==> config.mk <==
export PLATFORM = sky130hd
export DESIGN_NAME = pcaa_div
export DESIGN_NICKNAME = d
export VERILOG_FILES = /design/src/sv/pcaa_pkg.sv /design/src/sv/pcaa_div.sv
export SDC_FILE = /design/constraint.sdc
export NUM_CORES = 1
export LEC_CHECK = 0
export CAP_MARGIN = 40
export CORE_MARGIN = 4
export CORE_UTILIZATION = 45
export CTS_CLUSTER_SIZE = 8
export DETAILED_ROUTE_END_ITERATION = 12
export DONT_BUFFER_PORTS = 1
export SLEW_MARGIN = 40
export SYNTH_ARGS = -nofsm -noshare
export SYNTH_HDL_FRONTEND = slang
export SYNTH_SLANG_ARGS = --single-unit
==> constraint.sdc <==
create_clock -name aclk -period 3.3 [get_ports aclk]
set_input_delay 0.495 -clock aclk [delete_from_list [all_inputs] [get_ports aclk]]
set_output_delay 0.495 -clock aclk [all_outputs]
set_load 0.05 [all_outputs]
==> src/sv/pcaa_pkg.sv <==
`timescale 1ns / 1ps
// ----------------------------------------------------------------------------
// pcaa_pkg: shared types and constants
// Request codes, register indexes, field widths and the pixel entry layout
// used by the color accumulate and average block.
// ----------------------------------------------------------------------------
package pcaa_pkg;

    localparam int COLOR_W    = 8;
    localparam int SUM_W      = 16;
    localparam int CNT_W      = 8;
    localparam int INDEX_W    = 10;
    localparam int FUNC_W     = 2;
    localparam int CFG_W      = 11;
    localparam int CFG_IDX_W  = 1;
    localparam int DIVIDEND_W = SUM_W + COLOR_W;
    localparam int DIVISOR_W  = SUM_W;
    localparam int QUOT_W     = COLOR_W;

    localparam logic [FUNC_W-1:0] FUNC_CLEAR = 2'd0;
    localparam logic [FUNC_W-1:0] FUNC_ADD   = 2'd1;
    localparam logic [FUNC_W-1:0] FUNC_READ  = 2'd2;

    localparam logic [CFG_IDX_W-1:0] REG_MAX_BRIGHTNESS = 1'd0;
    localparam logic [CFG_IDX_W-1:0] REG_PIXEL_COUNT    = 1'd1;

    localparam logic [COLOR_W-1:0] MAX_BRIGHTNESS_RST = 8'd255;
    localparam logic [CFG_W-1:0]   PIXEL_COUNT_RST    = 11'd1024;

    localparam logic [SUM_W-1:0] SUM_MAX = 16'hFFFF;
    localparam logic [CNT_W-1:0] CNT_MAX = 8'hFF;

    typedef struct packed {
        logic [CNT_W-1:0] cnt;
        logic [SUM_W-1:0] blue;
        logic [SUM_W-1:0] green;
        logic [SUM_W-1:0] red;
    } pixel_entry_t;

    localparam int ENTRY_W = $bits(pixel_entry_t);

    typedef struct packed {
        logic              done;
        logic              ovf;
        logic [QUOT_W-1:0] quot;
    } pcaa_div_sts_t;

endpackage

==> src/sv/pcaa_div.sv <==
`timescale 1ns / 1ps
// ----------------------------------------------------------------------------
// pcaa_div: restoring divider with saturation flag
// Produces one quotient bit per cycle. The overflow flag is set when the
// quotient would not fit in QUOT_W bits, in which case the quotient is void.
// ----------------------------------------------------------------------------
module pcaa_div
    import pcaa_pkg::*;
(
    input  logic                  aclk,
    input  logic                  aresetn,
    input  logic                  start,
    input  logic [DIVIDEND_W-1:0] dividend,
    input  logic [DIVISOR_W-1:0]  divisor,
    output pcaa_div_sts_t         sts
);

    localparam int STEP_W = $clog2(QUOT_W);

    logic [DIVIDEND_W-1:0] rem_reg;
    logic [DIVIDEND_W-1:0] dsh_reg;
    logic [QUOT_W-1:0]     quot_reg;
    logic [STEP_W-1:0]     step_reg;
    logic                  busy_reg;
    logic                  done_reg;
    logic                  ovf_reg;

    always_ff @(posedge aclk) begin
        if (!aresetn) begin
            busy_reg <= 1'b0;
            done_reg <= 1'b0;
            step_reg <= '0;
        end else if (start) begin
            rem_reg  <= dividend;
            dsh_reg  <= {1'b0, divisor, {(QUOT_W-1){1'b0}}};
            ovf_reg  <= dividend >= {divisor, {QUOT_W{1'b0}}};
            quot_reg <= '0;
            step_reg <= STEP_W'(QUOT_W - 1);
            busy_reg <= 1'b1;
            done_reg <= 1'b0;
        end else if (busy_reg) begin
            // The divisor shifted into place moves down one bit each step.
            if (rem_reg >= dsh_reg) begin
                rem_reg  <= rem_reg - dsh_reg;
                quot_reg <= {quot_reg[QUOT_W-2:0], 1'b1};
            end else begin
                quot_reg <= {quot_reg[QUOT_W-2:0], 1'b0};
            end
            dsh_reg <= {1'b0, dsh_reg[DIVIDEND_W-1:1]};
            if (step_reg == '0) begin
                busy_reg <= 1'b0;
                done_reg <= 1'b1;
            end else begin
                step_reg <= step_reg - 1'b1;
            end
        end else begin
            done_reg <= 1'b0;
        end
    end

    assign sts.done = done_reg;
    assign sts.ovf  = ovf_reg;
    assign sts.quot = quot_reg;

endmodule

# Yosys cells after proc, flatten, opt, wreduce, memory -nomap -nowiden
# Cells that the tools add are included.
totals:
  ff_bits: 61
  input_bits: 43
  output_inout_bits: 10
  elab_cells: 36
op_classes:
  n_addsub: 2
  order_cmp: 2
  eq_ne: 1
  muxes: 13
  bitwise: 2
  n_reduce_logical: 8
ops:
  columns: ["operator", "count"]
  rows:
  - ["2-to-1 mux 24 bit", 3]
  - ["2-to-1 mux 23 bit", 2]
  - [">= comparator 24 x 23 -> 1 bit", 1]
  - [">= comparator 24 bit", 1]
  - ["subtractor 24 x 23 -> 24 bit", 1]
  - ["2-to-1 mux 3 bit", 3]
  - ["2-to-1 mux 8 bit", 1]
  - ["AND reduction 2 bit", 3]
  - ["2-to-1 mux 1 bit", 4]
  - ["nonzero test 2 bit", 2]
  - ["zero test 3 bit", 1]
  - ["AND reduction 3 bit", 1]
  - ["OR reduction 3 bit", 1]
  - ["subtractor 3 x 1 -> 3 bit, second input constant", 1]
  - ["inequality test 2 bit, second input constant", 1]
  - ["inverter 1 bit", 2]

# Logic depth before layout (Yosys ltp)
logic_depth:
  word_depth: 4
  depth_mapped: 9
  depth_no_buf: 9

# Worst setup path after synthesis
# No wires, ideal clock.
synth_timing:
  path_kind: "register to register"
  start: "register dsh_reg[0]"
  end: "register rem_reg[0] (enable)"
  setup_ns: 0.420
  t_arrival_ns: 3.114
  required_ns: 2.880
  slack_ns: -0.234
  stages_incl_launch_ff: 9
  period_less_slack_ns: 3.534
  cell_sequence: "edfxtp_1 -> ha_1 -> fa_1 -> nand2b_1 -> a211o_1 -> a22o_1 -> o31ai_1 -> a21oi_1 -> a31oi_1"
synth_between:
  elab_chain_cells: 3
synth_lines:
  columns: ["item", "line_no", "text"]
  rows:
  - ["from (decl)", "pcaa_div.sv:21", "logic [DIVIDEND_W-1:0] dsh_reg;"]
  - ["from (signal assigned)", "pcaa_div.sv:35", "dsh_reg <= {1'b0, divisor, {(QUOT_W-1){1'b0}}};"]
  - ["from (signal assigned)", "pcaa_div.sv:49", "dsh_reg <= {1'b0, dsh_reg[DIVIDEND_W-1:1]};"]
  - [">= comparator 24 x 23 -> 1 bit", "pcaa_div.sv:43", "if (rem_reg >= dsh_reg) begin"]
  - ["nonzero test 2 bit (no source line)", null, null]
  - ["AND reduction 3 bit (no source line)", null, null]
  - ["to (signal assigned)", "pcaa_div.sv:34", "rem_reg <= dividend;"]
  - ["to (signal assigned)", "pcaa_div.sv:44", "rem_reg <= rem_reg - dsh_reg;"]
  - ["to (decl)", "pcaa_div.sv:20", "logic [DIVIDEND_W-1:0] rem_reg;"]
# Every way passes these cells.
# A chain may end at the register's enable or synchronous reset.

# Worst setup path after layout
layout_timing:
  start: "register dsh_reg[0]"
  end: "register rem_reg[5] (enable)"
# The elaborated chain is that of the path after synthesis.

==> results.toml <==
[power_and_ir_drop]
power.share.switching_pct = 34.2
irDropWorstVdd_uv = 178
p_per_area_mw_per_mm2 = 469
p_seq_share_pct = 45.1
switching_power_uw = 739
power.share.clock_pct = 27.6
power_frac_comb_pct = 27.3
leakage_uw = 0.00188
internal_power_uw = 1420

[routing]
ant_nets = 0
wl_um = 10200
vias_per_cell = 5.62
firstDrtPassIters = 5
vias = 3407
drt_iter0_markers = 190
wl_per_cell_um = 16.9
drc_errors = 0

[sta]
setup_viol = 0
tns_ns = 0
final.setup.worst_slack_ns = 0.467
hold_slack_ns = 0.228
fin_crit_sh_pct = 85.8
report.final.slew_viol_count = 0
final.setup_skew_ns = 0.00844
worst_pin_slew_ns = 0.532
relSlewSlack_pct = 64.3
finalCriticalPeriod_ns = 2.83
rsz0062_at_grt = "false"
final-hold-violation-count = 0
clock.fmax_mhz = 353

[final_layout]
final_common_cell = "nand2_1"
final_cells = 606
largest_reg_flops = 24
drive_gt1_share_pct = 6.08
antenna_cells = 0
nFillCells = 880
nets = 557
final_util_pct = 49.3
final_cell_mix = "nand2_1 (63), edfxtp_1 (56), inv_1 (47)"
area_delta_synth_final_pct = 5.81

[floorplanning]
rows = 35
die_width_um = 106
dieHeight_um = 106
core_area_mm2 = 0.00933
start_util_pct = 46.6
dieArea_mm2 = 0.0113
io_pins = 53

[cts]
post_cts_resized = 0
post_cts_buffers = 0
ctsHoldBuffers = 0
cts.sinks = 61
numCtsBuffers = 9
insertion_delay_ns = 0.36
tritoncts = "built"
cts-root-buf = "clkbuf_8"
path_clk_slew_ns = 0.07
clock_path_buffers = 2
h-tree-depth = 3

[yosys]
ys_types = 60
synth_nets = 567
synth-compound-area-share_pct = 19.4
yosys_register_bits = 61
synth_warnings = 0
ys_seq_area_share_pct = 41.0
synth_cells = 482
synth-main-ff-cell = "edfxtp_1"
synth_edf_count = 56
yosys.area_share.simple_pct = 17.4
syn-mean-instance-area_um2 = 9.02
synth_xor_area_share_pct = 3.02
yosysTopAreaCellShare_pct = 38.7
synth-async-reset-ratio_pct = 0
ys_top_cells_by_area = "edfxtp_1 (39%), ha_1 (12%), nand2_1 (5.4%), inv_1 (4.1%), o21ai_0 (4.0%)"
synthMuxAreaShare_pct = 0.460
synth.largest_area_cell = "edfxtp_1"
syn_area_mm2 = 0.00435
synth-adder-area-share_pct = 12.3
synth_top_family_by_area = "compound AO/OA/AOI/OAI gates"

[critical_path]
worst_setup_path_end_kind = "register"
critPathKind = "reg -> reg"
cp.arrival_ns = 2.87
critPathLaunchType = "register"
required_ns = 3.34
timing.rr.end = "rem_reg[5]$_DFFE_PP_"
r2r_start = "dsh_reg[0]$_SDFFCE_PP0P_"
r2r_cells = 9
crit_fanout = 17
regToRegSetupSlack_ns = 0.47

[place]
dp_hpwl_um = 7570
gp_congestion = 0.851
place_inst = 590
pre_cts_ws_ns = 0.451
portBuffers = 0

[min_path]
min_from = "start"
min_to = "done_reg$_SDFFE_PP0P_"
hold-path-cell-count = 1
hold_class = "in -> reg"

[global_route]
gr-total-overflow = 0
grt_pass1_vias = 3335
antenna_found_initial = 0
grt_pass1_wl_um = 16500
grt_max_degree = 101
gr-usage-all-layers_pct = 18.6

[status]
outcome = "complete, no violations"

[run]
drv_cap = 0
[power groups by stage]
stage	clock, uW	sequential (uW)	combinational, uW
3_3_place_gp	0	990	575
4_1_cts	608	975	588
6_report	596	974	588
2_1_floorplan	0	982	473
3_5_place_dp	0	992	584
5_1_grt	642	980	659
[per-stage QoR]
stage	instance area, um^2	power, uW
floorplan	4360	1450
global placement	4440	1570
global route	4600	2280
CTS	4600	2170
finish	4600	2160
detailed placement	4440	1580
[area by class of cell]
cell class	instances	area, um^2	area share (%)
clock buffers	9	124	2.69
clock inverters	7	42.5	0.924
inverters	48	180	3.92
multi-input cells	349	2290	49.8
flip-flops and latches	61	1780	38.7
well taps	129	161	3.51
repair buffers	3	22.5	0.489
[cell usage after synthesis, types with 2 or more instances]
master,count
a211o_1,4
a211oi_1,8
a21boi_0,2
a21boi_1,2
a21o_1,3
a21oi_1,26
a21oi_2,2
a31oi_1,7
a32o_1,3
and2_1,4
and3_1,6
buf_2,2
buf_4,3
clkbuf_1,18
dfxtp_1,5
edfxtp_1,56
ha_1,41
inv_1,47
mux2i_1,2
nand2_1,63
nand2b_1,4
nand3_1,11
nand4_1,7
nor2_1,30
nor2b_1,9
nor3_1,7
nor4_1,4
nor4b_1,3
o211a_1,2
o21a_1,5
o21ai_0,35
o21ai_1,15
o21bai_1,2
o221ai_1,2
o31a_1,2
o31ai_1,3
xnor2_1,7
xor2_1,8
[how the worst max path moves through the flow]
stage | from | endpoint | slack (ns) | cells past startpoint
floorplan | dsh_reg[0]$_SDFFCE_PP0P_ | rem_reg[0]$_DFFE_PP_ | 0.23 | 8
global placement | dsh_reg[0]$_SDFFCE_PP0P_ | rem_reg[7]$_DFFE_PP_ | 0.56 | 9
detailed placement | dsh_reg[0]$_SDFFCE_PP0P_ | rem_reg[7]$_DFFE_PP_ | 0.45 | 9
CTS | dsh_reg[0]$_SDFFCE_PP0P_ | rem_reg[2]$_DFFE_PP_ | 0.44 | 9
global route | rem_reg[0]$_DFFE_PP_ | rem_reg[20]$_DFFE_PP_ | 0.28 | 10
finish | dsh_reg[0]$_SDFFCE_PP0P_ | rem_reg[5]$_DFFE_PP_ | 0.47 | 9
[cells by family (layout without fill, tap and decap cells)]
logic type | count (synthesis) | in the layout
simple gates | 157 | 157
flops | 61 | 61
fa+ha+maj | 42 | 42
mux | 2 | 2
compound gates | 133 | 133
xor+xnor | 15 | 15
buf+inv | 72 | 67
[critical path, stage by stage (launching register included)]
cell and delay (ns):
edfxtp_1 0.37, ha_1 0.21, fa_1 0.41, nand2b_1 0.18, a211o_1 0.31, a22o_1 0.27, o31ai_1 0.10, a21oi_1 0.14
a31oi_2 0.22, buf_4 0.30
[metal layers]
metal / up-vias / wire [um] / track usage [%]
met2: 88 / 4820 / 29.6
met5: - / 0 / 0
li1: 1712 / - / -
met1: 1597 / 4680 / 24.9
met3: 10 / 596 / 4.43
met4: 0 / 130 / 5.83
(Power assumes the default switching activity.)
