--- src/sv/pcaa_ram.sv ---
`timescale 1ns / 1ps
// ----------------------------------------------------------------------------
// pcaa_ram: simple dual-port RAM
// One write port and one read port with registered read data.
// ----------------------------------------------------------------------------
module pcaa_ram #(
    parameter int WIDTH = 8,
    parameter int DEPTH = 16
) (
    input  logic                                      clk,
    input  logic                                      we,
    input  logic [((DEPTH > 1) ? $clog2(DEPTH) : 1)-1:0] waddr,
    input  logic [WIDTH-1:0]                          wdata,
    input  logic [((DEPTH > 1) ? $clog2(DEPTH) : 1)-1:0] raddr,
    output logic [WIDTH-1:0]                          rdata
);

    logic [WIDTH-1:0] mem [DEPTH];

    always_ff @(posedge clk) begin
        if (we) begin
            mem[waddr] <= wdata;
        end
        rdata <= mem[raddr];
    end

endmodule

--- config.mk ---
export PLATFORM = sky130hd
export DESIGN_NAME = pcaa_ram
export DESIGN_NICKNAME = d
export VERILOG_FILES = /design/src/sv/pcaa_ram.sv
export SDC_FILE = /design/constraint.sdc
export NUM_CORES = 1
export LEC_CHECK = 0
export ABC_AREA = 1
export BUFFER_PORTS_ARGS = -buffer_cell sky130_fd_sc_hd__clkbuf_2
export CELL_PAD_IN_SITES_DETAIL_PLACEMENT = 0
export CELL_PAD_IN_SITES_GLOBAL_PLACEMENT = 1
export CORE_MARGIN = 10
export CORE_UTILIZATION = 30
export CTS_CLUSTER_DIAMETER = 200
export DETAILED_ROUTE_END_ITERATION = 16
export GPL_ROUTABILITY_DRIVEN = 0
export HOLD_SLACK_MARGIN = 0.05
export PLACE_DENSITY_LB_ADDON = 0.1
export SYNTH_ARGS = -nofsm -noshare
export SYNTH_HDL_FRONTEND = slang
export SYNTH_SLANG_ARGS = --single-unit
export TNS_END_PERCENT = 100
--- constraint.sdc ---
create_clock -name clk -period 1.6 [get_ports clk]
set_input_delay 0.08 -clock clk [delete_from_list [all_inputs] [get_ports clk]]
set_output_delay 0.08 -clock clk [all_outputs]
set_load 0.02 [all_outputs]
# After elaboration in Yosys (flattened, before gate mapping)
# Memory sizes are Yosys's and may differ from the RTL's. A register that Yosys moved wholly into a read port is not among the register bits.
# Cells that the tools add are included.
word_totals:
  output_inout_bits: 8
  word_cells: 3
  ram_bits: 128
  mem_count: 1
  in_bits: 18
  reg_bits: 0
classes:
  muxes: 2
memory_table:
  columns: ["memory", "depth", "width", "rd", "rd_ports_with_merged_regs", "write_ports", "line", "rtl"]
  rows:
  - ["mem", 16, 8, 1, 1, 1, "18", "logic [WIDTH-1:0] mem [DEPTH];"]
op_table:
  columns: ["op", "n"]
  rows:
  - ["$mux W1", 2]

# Logic depth before layout (Yosys ltp)
# Gate-level depths: netlist (run 1).
logic_depth:
  ltp_word: 2
  mapped_depth: 8
  ltp_nobuf: 7

# Worst setup path after synthesis (run 1)
# OpenSTA, ideal clock, no wires.
synth_path:
  path_type: "input to register"
  startpoint: "input port waddr[2] (netlist name)"
  endpoint: "memory mem[10][0] (enable)"
  slack_ns: 0.569
  setup_time_ns: 0.370
  path_buffers: 0
  t_required_ns: 1.230
  stages: 2
  t_arrival_ns: 0.661
  cell_sequence: "nand3b_1 > nor2_1"
synth_lines:
  columns: ["element", "line", "rtl"]
  rows:
  - ["start: declaration", "12", "input logic [((DEPTH > 1) ? $clog2(DEPTH) : 1)-1:0] waddr,"]
  - ["end: declaration", "18", null]
# Straight into the memory's write port.

# Worst setup path in the final report (run 1)
layout_path:
  startpoint: "register rdata[7] (read register of mem)"
  endpoint: "output port rdata[7]"
layout_lines:
  columns: ["element", "line", "rtl"]
  rows:
  - ["start: declaration", "15", "output logic [WIDTH-1:0] rdata"]
# No word-level cell between the ends.

==> flow_metrics.tcl, run 1 <==
set metrics [dict create \
    critPathLaunchType "register" \
    drv_cap 0 \
    cts_num_sinks 136 \
    max_freq_mhz 948.0 \
    mostFrequentLayoutCell "nand2_1" \
    criticalPathCategory "reg2out" \
    worst_ep_required_time_ns 1.52 \
    slowest_delay_ns 0.37 \
    io_buffer_count 25 \
    synth_compound_area_frac 0 \
    setup_viol 0 \
    syn_area_sq_mm 0.005767 \
    die-area_sq_mm 0.02517 \
    tns_ns 0 \
    post_dp_cell_area_sq_mm 0.006284 \
    clockBufferDepth 2 \
    fin_area_sq_mm 0.006878 \
    critPathTopFamily "flip-flops" \
    drive_above_1_share 0.1279 \
    dp_cells 838 \
    seqPwrFrac 0.469 \
    skew_ns 0.004874 \
    outcome "completed" \
    finalHoldViolations 0 \
    synth_fa_ha_area_frac 0 \
    synth_cell_types 12 \
    power.internal_uw 6721 \
    ant_nets 0 \
    cts_setup_buffers 0 \
    worstMarginPinSlew_ns 0.4715 \
    drt_iter0_markers 232 \
    clock_power_share 0.467 \
    avgRoutedWirePerCell_um 17.67 \
    static-leakage-power_uw 0.002955 \
    totalWireLength_um 15370 \
    antenna_found_initial 0 \
    peakVddDrop_mv 0.7338 \
    slowest_stage "dfxtp_1" \
    switching_share 0.2132 \
    p_comb_frac 0.063 \
    die_h_um 158.6 \
    hold_path_class "in2reg" \
    via_count 3768 \
    finalNonFillerCells 870 \
    min_period_ns 1.055 \
    viasPerCell 4.331 \
    ctsRootBufferMaster "clkbuf_16" \
    die_x_um 158.6 \
    numCtsBuffers 17 \
    final_cell_mix "nand2_1 (173), edfxtp_1 (128), inv_1 (100), nand3_1 (97), clkbuf_2 (25)" \
    grt_usage 0.1323 \
    synth.area.mux_share 0 \
    cts_resized 0 \
    p_sw_uw 1822 \
    core_sq_mm 0.01883 \
    path_max_fanout 1 \
    timing.final.crit_share 0.6593 \
    ys_seq_area_frac 0.6943 \
    grt_max_degree 65 \
    htreeDepth 4 \
    rsz0062_at_grt "false" \
    syn_inst 551 \
    place_ws_ns 0.3824 \
    start_util 0.3062 \
    ys.warnings.count 0 \
    ioPinCount 26 \
    timing.slew.headroom 0.6856 \
    grt_pass1_vias 3851 \
    synth_nets 569 \
    hpwl_um 9447 \
    n_antenna_cell 0 \
    path_clk_slew_ns 0.06 \
    synthSimpleGateAreaFrac 0.2105 \
    syn_to_final_growth_pct 19.27 \
    fp-row-count 50 \
    slew_viol_final 0 \
    synth_xor_area_frac 0 \
    critPathCaptureType "output pin" \
    synth_top_family_by_area "simple AND/OR/NAND/NOR gates" \
    syn_area_per_cell_sq_um 10.47 \
    grt_pass1_wl_um 23930 \
    drc 0 \
    dr.pass1.iters 4 \
    fin_nets 615 \
    ys_seq_elements 136 \
    grt-ovfl-total 0 \
    hold_buffers 0 \
    cp.buffers_inverters 1 \
    clk-insertion-delay-late_ns 0.41 \
    cp.arrival_ns 0.97 \
    powerDensity_mw_per_mm2 1242 \
    setup_slack_ns 0.5452 \
    cts_tree "yes" \
    path_cells "clkbuf_2" \
]
==> power by group through the flow <==
stage / sequential (uW) / combinational (uW) / clock [uW]
after CTS: 4010 / 558 / 4080
after detailed placement: 4080 / 556 / 0
after floorplan: 4110 / 281 / 0
final: 4010 / 541 / 3990
after global placement: 4090 / 557 / 0
after global routing: 4020 / 613 / 4230
==> cell usage after synthesis <==
cell,instances,area share
nand3_1,97,0.084
dfxtp_1,8,0.028
inv_1,100,0.065
inv_2,2,0.0013
buf_2,13,0.011
nand2_1,173,0.11
buf_6,6,0.012
edfxtp_1,128,0.67
buf_1,1,0.00065
nor2_1,17,0.011
buf_4,4,0.0052
nand3b_1,2,0.0026
==> cell families after synthesis <==
group | after synthesis
buffers and inverters | 126
DFF | 136
and+or+nand+nor | 289
==> path summary, 6_finish.rpt <==
kind	from	endpoint	slack [ns]	cells after the start
worst max-delay path	rdata[7]	rdata[7]	0.55	1
worst min-delay path	raddr[3]	rdata[4]	0.1	3
worst max register to register	mem[11][5]	rdata[5]	0.60	6
worst min register to register	mem[12][5]	rdata[5]	0.67	6
==> layer usage <==
layer  vias up  GRT usage  routed length [um]
met5         -          0                   0
met4         0    0.05029                 235
met3        18    0.02887                 758
met2        87     0.2034                7081
met1      1799     0.1785                7295
li1       1864          -                   -
==> final cells by class <==
cell class / instances / area, sq um
Clock buffer: 21 / 440.4
Sequential cell: 136 / 4004
Inverter: 102 / 382.9
Tap cell: 260 / 325.3
Timing Repair Buffer: 51 / 357.8
Fill cell: 1888 / 11950
Multi-Input combinational cell: 289 / 1214
Clock inverter: 11 / 153.9
==> metrics by stage <==
step / utilization / hold WS, ns / total power (uW)
2_1_floorplan: - / 0.1789 / 4386
3_3_place_gp: 0.3337 / 0.5017 / 4642
3_5_place_dp: 0.3337 / 0.5009 / 4641
4_1_cts: 0.3652 / 0.09496 / 8650
5_1_grt: 0.3652 / 0.1145 / 8862
6_report: 0.3652 / 0.09979 / 8543
==> flip-flops by register name, summed over array words and instances, names as in the netlist <==
name,cells
rdata,8
mem,128
(Power assumes the default switching activity.)
==> run 2, diff against run 1 <==
Clock period 1.6 ns to 1.1 ns, I/O delays scaled along.
==> run 2 against run 1 <==
  * First-iteration DRC count up 27%
  * Largest power group unchanged
  * Routed wire length up 1.5%
  * Critical path depth stayed put
  * Largest cell class unchanged
  * Die area did not move
  * Sequential share of layout area decreased by 0.69 points
==> flow_metrics.tcl, run 2 (same netlist as run 1, synthesis figures left out) <==
set metrics [dict create \
    outcome "completed" \
    grt_usage 0.1320 \
    drc 0 \
    critPathTopFamily "flip-flops" \
    worst_ep_required_time_ns 1.04 \
    start_util 0.3062 \
    clk-insertion-delay-late_ns 0.42 \
    drt_iter0_markers 294 \
    min_period_ns 1.058 \
    clock_power_share 0.456 \
    critPathCaptureType "output pin" \
    mostFrequentLayoutCell "nand2_1" \
    critPathLaunchType "register" \
    finalHoldViolations 0 \
    largest_register_ffs 128 \
    grt_pass1_wl_um 23940 \
    slew_viol_final 0 \
    clockBufferDepth 2 \
    totalWireLength_um 15600 \
    cp.buffers_inverters 1 \
    worstMarginPinSlew_ns 0.4507 \
    ctsRootBufferMaster "clkbuf_16" \
    critPathCapture "rdata[5]" \
    worstSetupStartpoint "rdata[5]" \
    cts_num_sinks 136 \
    die_h_um 158.6 \
    avgRoutedWirePerCell_um 17.85 \
    core_sq_mm 0.01883 \
    largest-register "mem" \
    power.internal_uw 9394 \
    fin_nets 619 \
    path_clk_slew_ns 0.06 \
    fp-row-count 50 \
    power.total_uw 12230 \
    r2r-end "rdata[7]" \
    tns_ns 0 \
    timing.final.crit_share 0.9621 \
    die-area_sq_mm 0.02517 \
    rsz0062_at_grt "false" \
    peakVddDrop_mv 1.130 \
    grt-ovfl-total 0 \
    grt_pass1_vias 3849 \
    via_count 3821 \
    timing.slew.headroom 0.6996 \
    drive_above_1_share 0.1498 \
    path_cells "clkbuf_2" \
    p_comb_frac 0.068 \
    grt_max_degree 38 \
    io_buffer_count 25 \
    viasPerCell 4.372 \
    dr.pass1.iters 6 \
    hold_path_class "in2reg" \
    switching_share 0.2320 \
    r2r_cells 6 \
    drv_cap 0 \
    r2r-start "mem[12][7]" \
    n_antenna_cell 0 \
    ant_nets 0 \
    syn_to_final_growth_pct 20.70 \
    powerDensity_mw_per_mm2 1757 \
    cp.arrival_ns 1.00 \
    htreeDepth 4 \
    seqPwrFrac 0.477 \
    antenna_found_initial 0 \
    setup_slack_ns 0.04167 \
    skew_ns 0.006207 \
    max_freq_mhz 944.9 \
    slowest_stage "dfxtp_1" \
    criticalPathCategory "reg2out" \
    place_ws_ns -0.1383 \
    slowest_delay_ns 0.39 \
    path_max_fanout 1 \
    hpwl_um 9967 \
    setup_viol 0 \
    ioPinCount 26 \
    reg.largest.list "mem: 128 flops, rdata: 8 flops" \
    cts_setup_buffers 0 \
    die_x_um 158.6 \
    n_fill_cell 1911 \
    final_cell_mix "nand2_1 (173), edfxtp_1 (128), inv_1 (100), nand3_1 (93), clkbuf_2 (25)" \
    p_sw_uw 2837 \
    hold_buffers 0 \
    static-leakage-power_uw 0.002995 \
    r2r_slack_ns 0.11 \
    numCtsBuffers 17 \
    cts_tree "yes" \
    path_depth 1 \
]
## run 2: changes by cell type in the layout (fill, tap and decap cells not counted), sizes merged
cell,previous run,this run
inv,102,106
clkbuf,46,42
clkinv,6,7
clkinvlp,1,2
bufinv,4,2
buf,26,30
## run 2: worst min path at each step
stage | start | to | cells after the start
after floorplan | wdata[0] | mem[0][0] | 0
after global placement | rdata[2] | rdata[2] | 1
after detailed placement | rdata[2] | rdata[2] | 1
after CTS | raddr[3] | rdata[4] | 4
after global routing | raddr[3] | rdata[5] | 4
final | raddr[3] | rdata[4] | 4
## run 2: per-layer routing
layer  track usage  routed length, um  up-vias
li1              -                  -     1877
met1        0.1774               7563     1867
met2        0.2064               7335       68
met3       0.03346                577        9
met4       0.03617                127        0
met5             0                  0        -
## run 2: power groups by stage
stage	combinational, uW	clock (uW)	sequential [uW]
global route	929	5910	5840
CTS	850	5690	5830
floorplan	409	0	5970
global placement	845	0	5940
finish	829	5570	5830
detailed placement	847	0	5940
## run 2: repair_timing
action | 4_1_cts | 5_1_grt
resized for setup | 0 | 4
setup endpoints to repair | 0 | 4
endpoints found under the hold margin | 0 | 0
## run 2: area by class of cell
class / count / area [sq um] / area share
Tap cell: 260 / 325.3 / 0.04674
Multi-Input combinational cell: 289 / 1234 / 0.1772
Inverter: 102 / 382.9 / 0.05501
Clock inverter: 15 / 151.4 / 0.02175
Timing Repair Buffer: 55 / 437.9 / 0.06292
Clock buffer: 17 / 425.4 / 0.06112
Sequential cell: 136 / 4004 / 0.5752
## run 2: through the flow
step | std cells | hold slack [ns] | util | instance area (sq um)
after floorplan | 551 | 0.1539 | - | 5767
after CTS | 874 | 0.09049 | 0.3686 | 6940
after detailed placement | 842 | 0.4788 | 0.3379 | 6364
after global placement | 842 | 0.4805 | 0.3379 | 6364
final | 874 | 0.1036 | 0.3696 | 6960
after global routing | 874 | 0.1144 | 0.3696 | 6960
## run 2: tightest hold or removal path, cell delays in order
cell and delay (ns):
clkbuf_2 0.11, buf_4 0.18, nand3_1 0.08, nand2_1 0.04
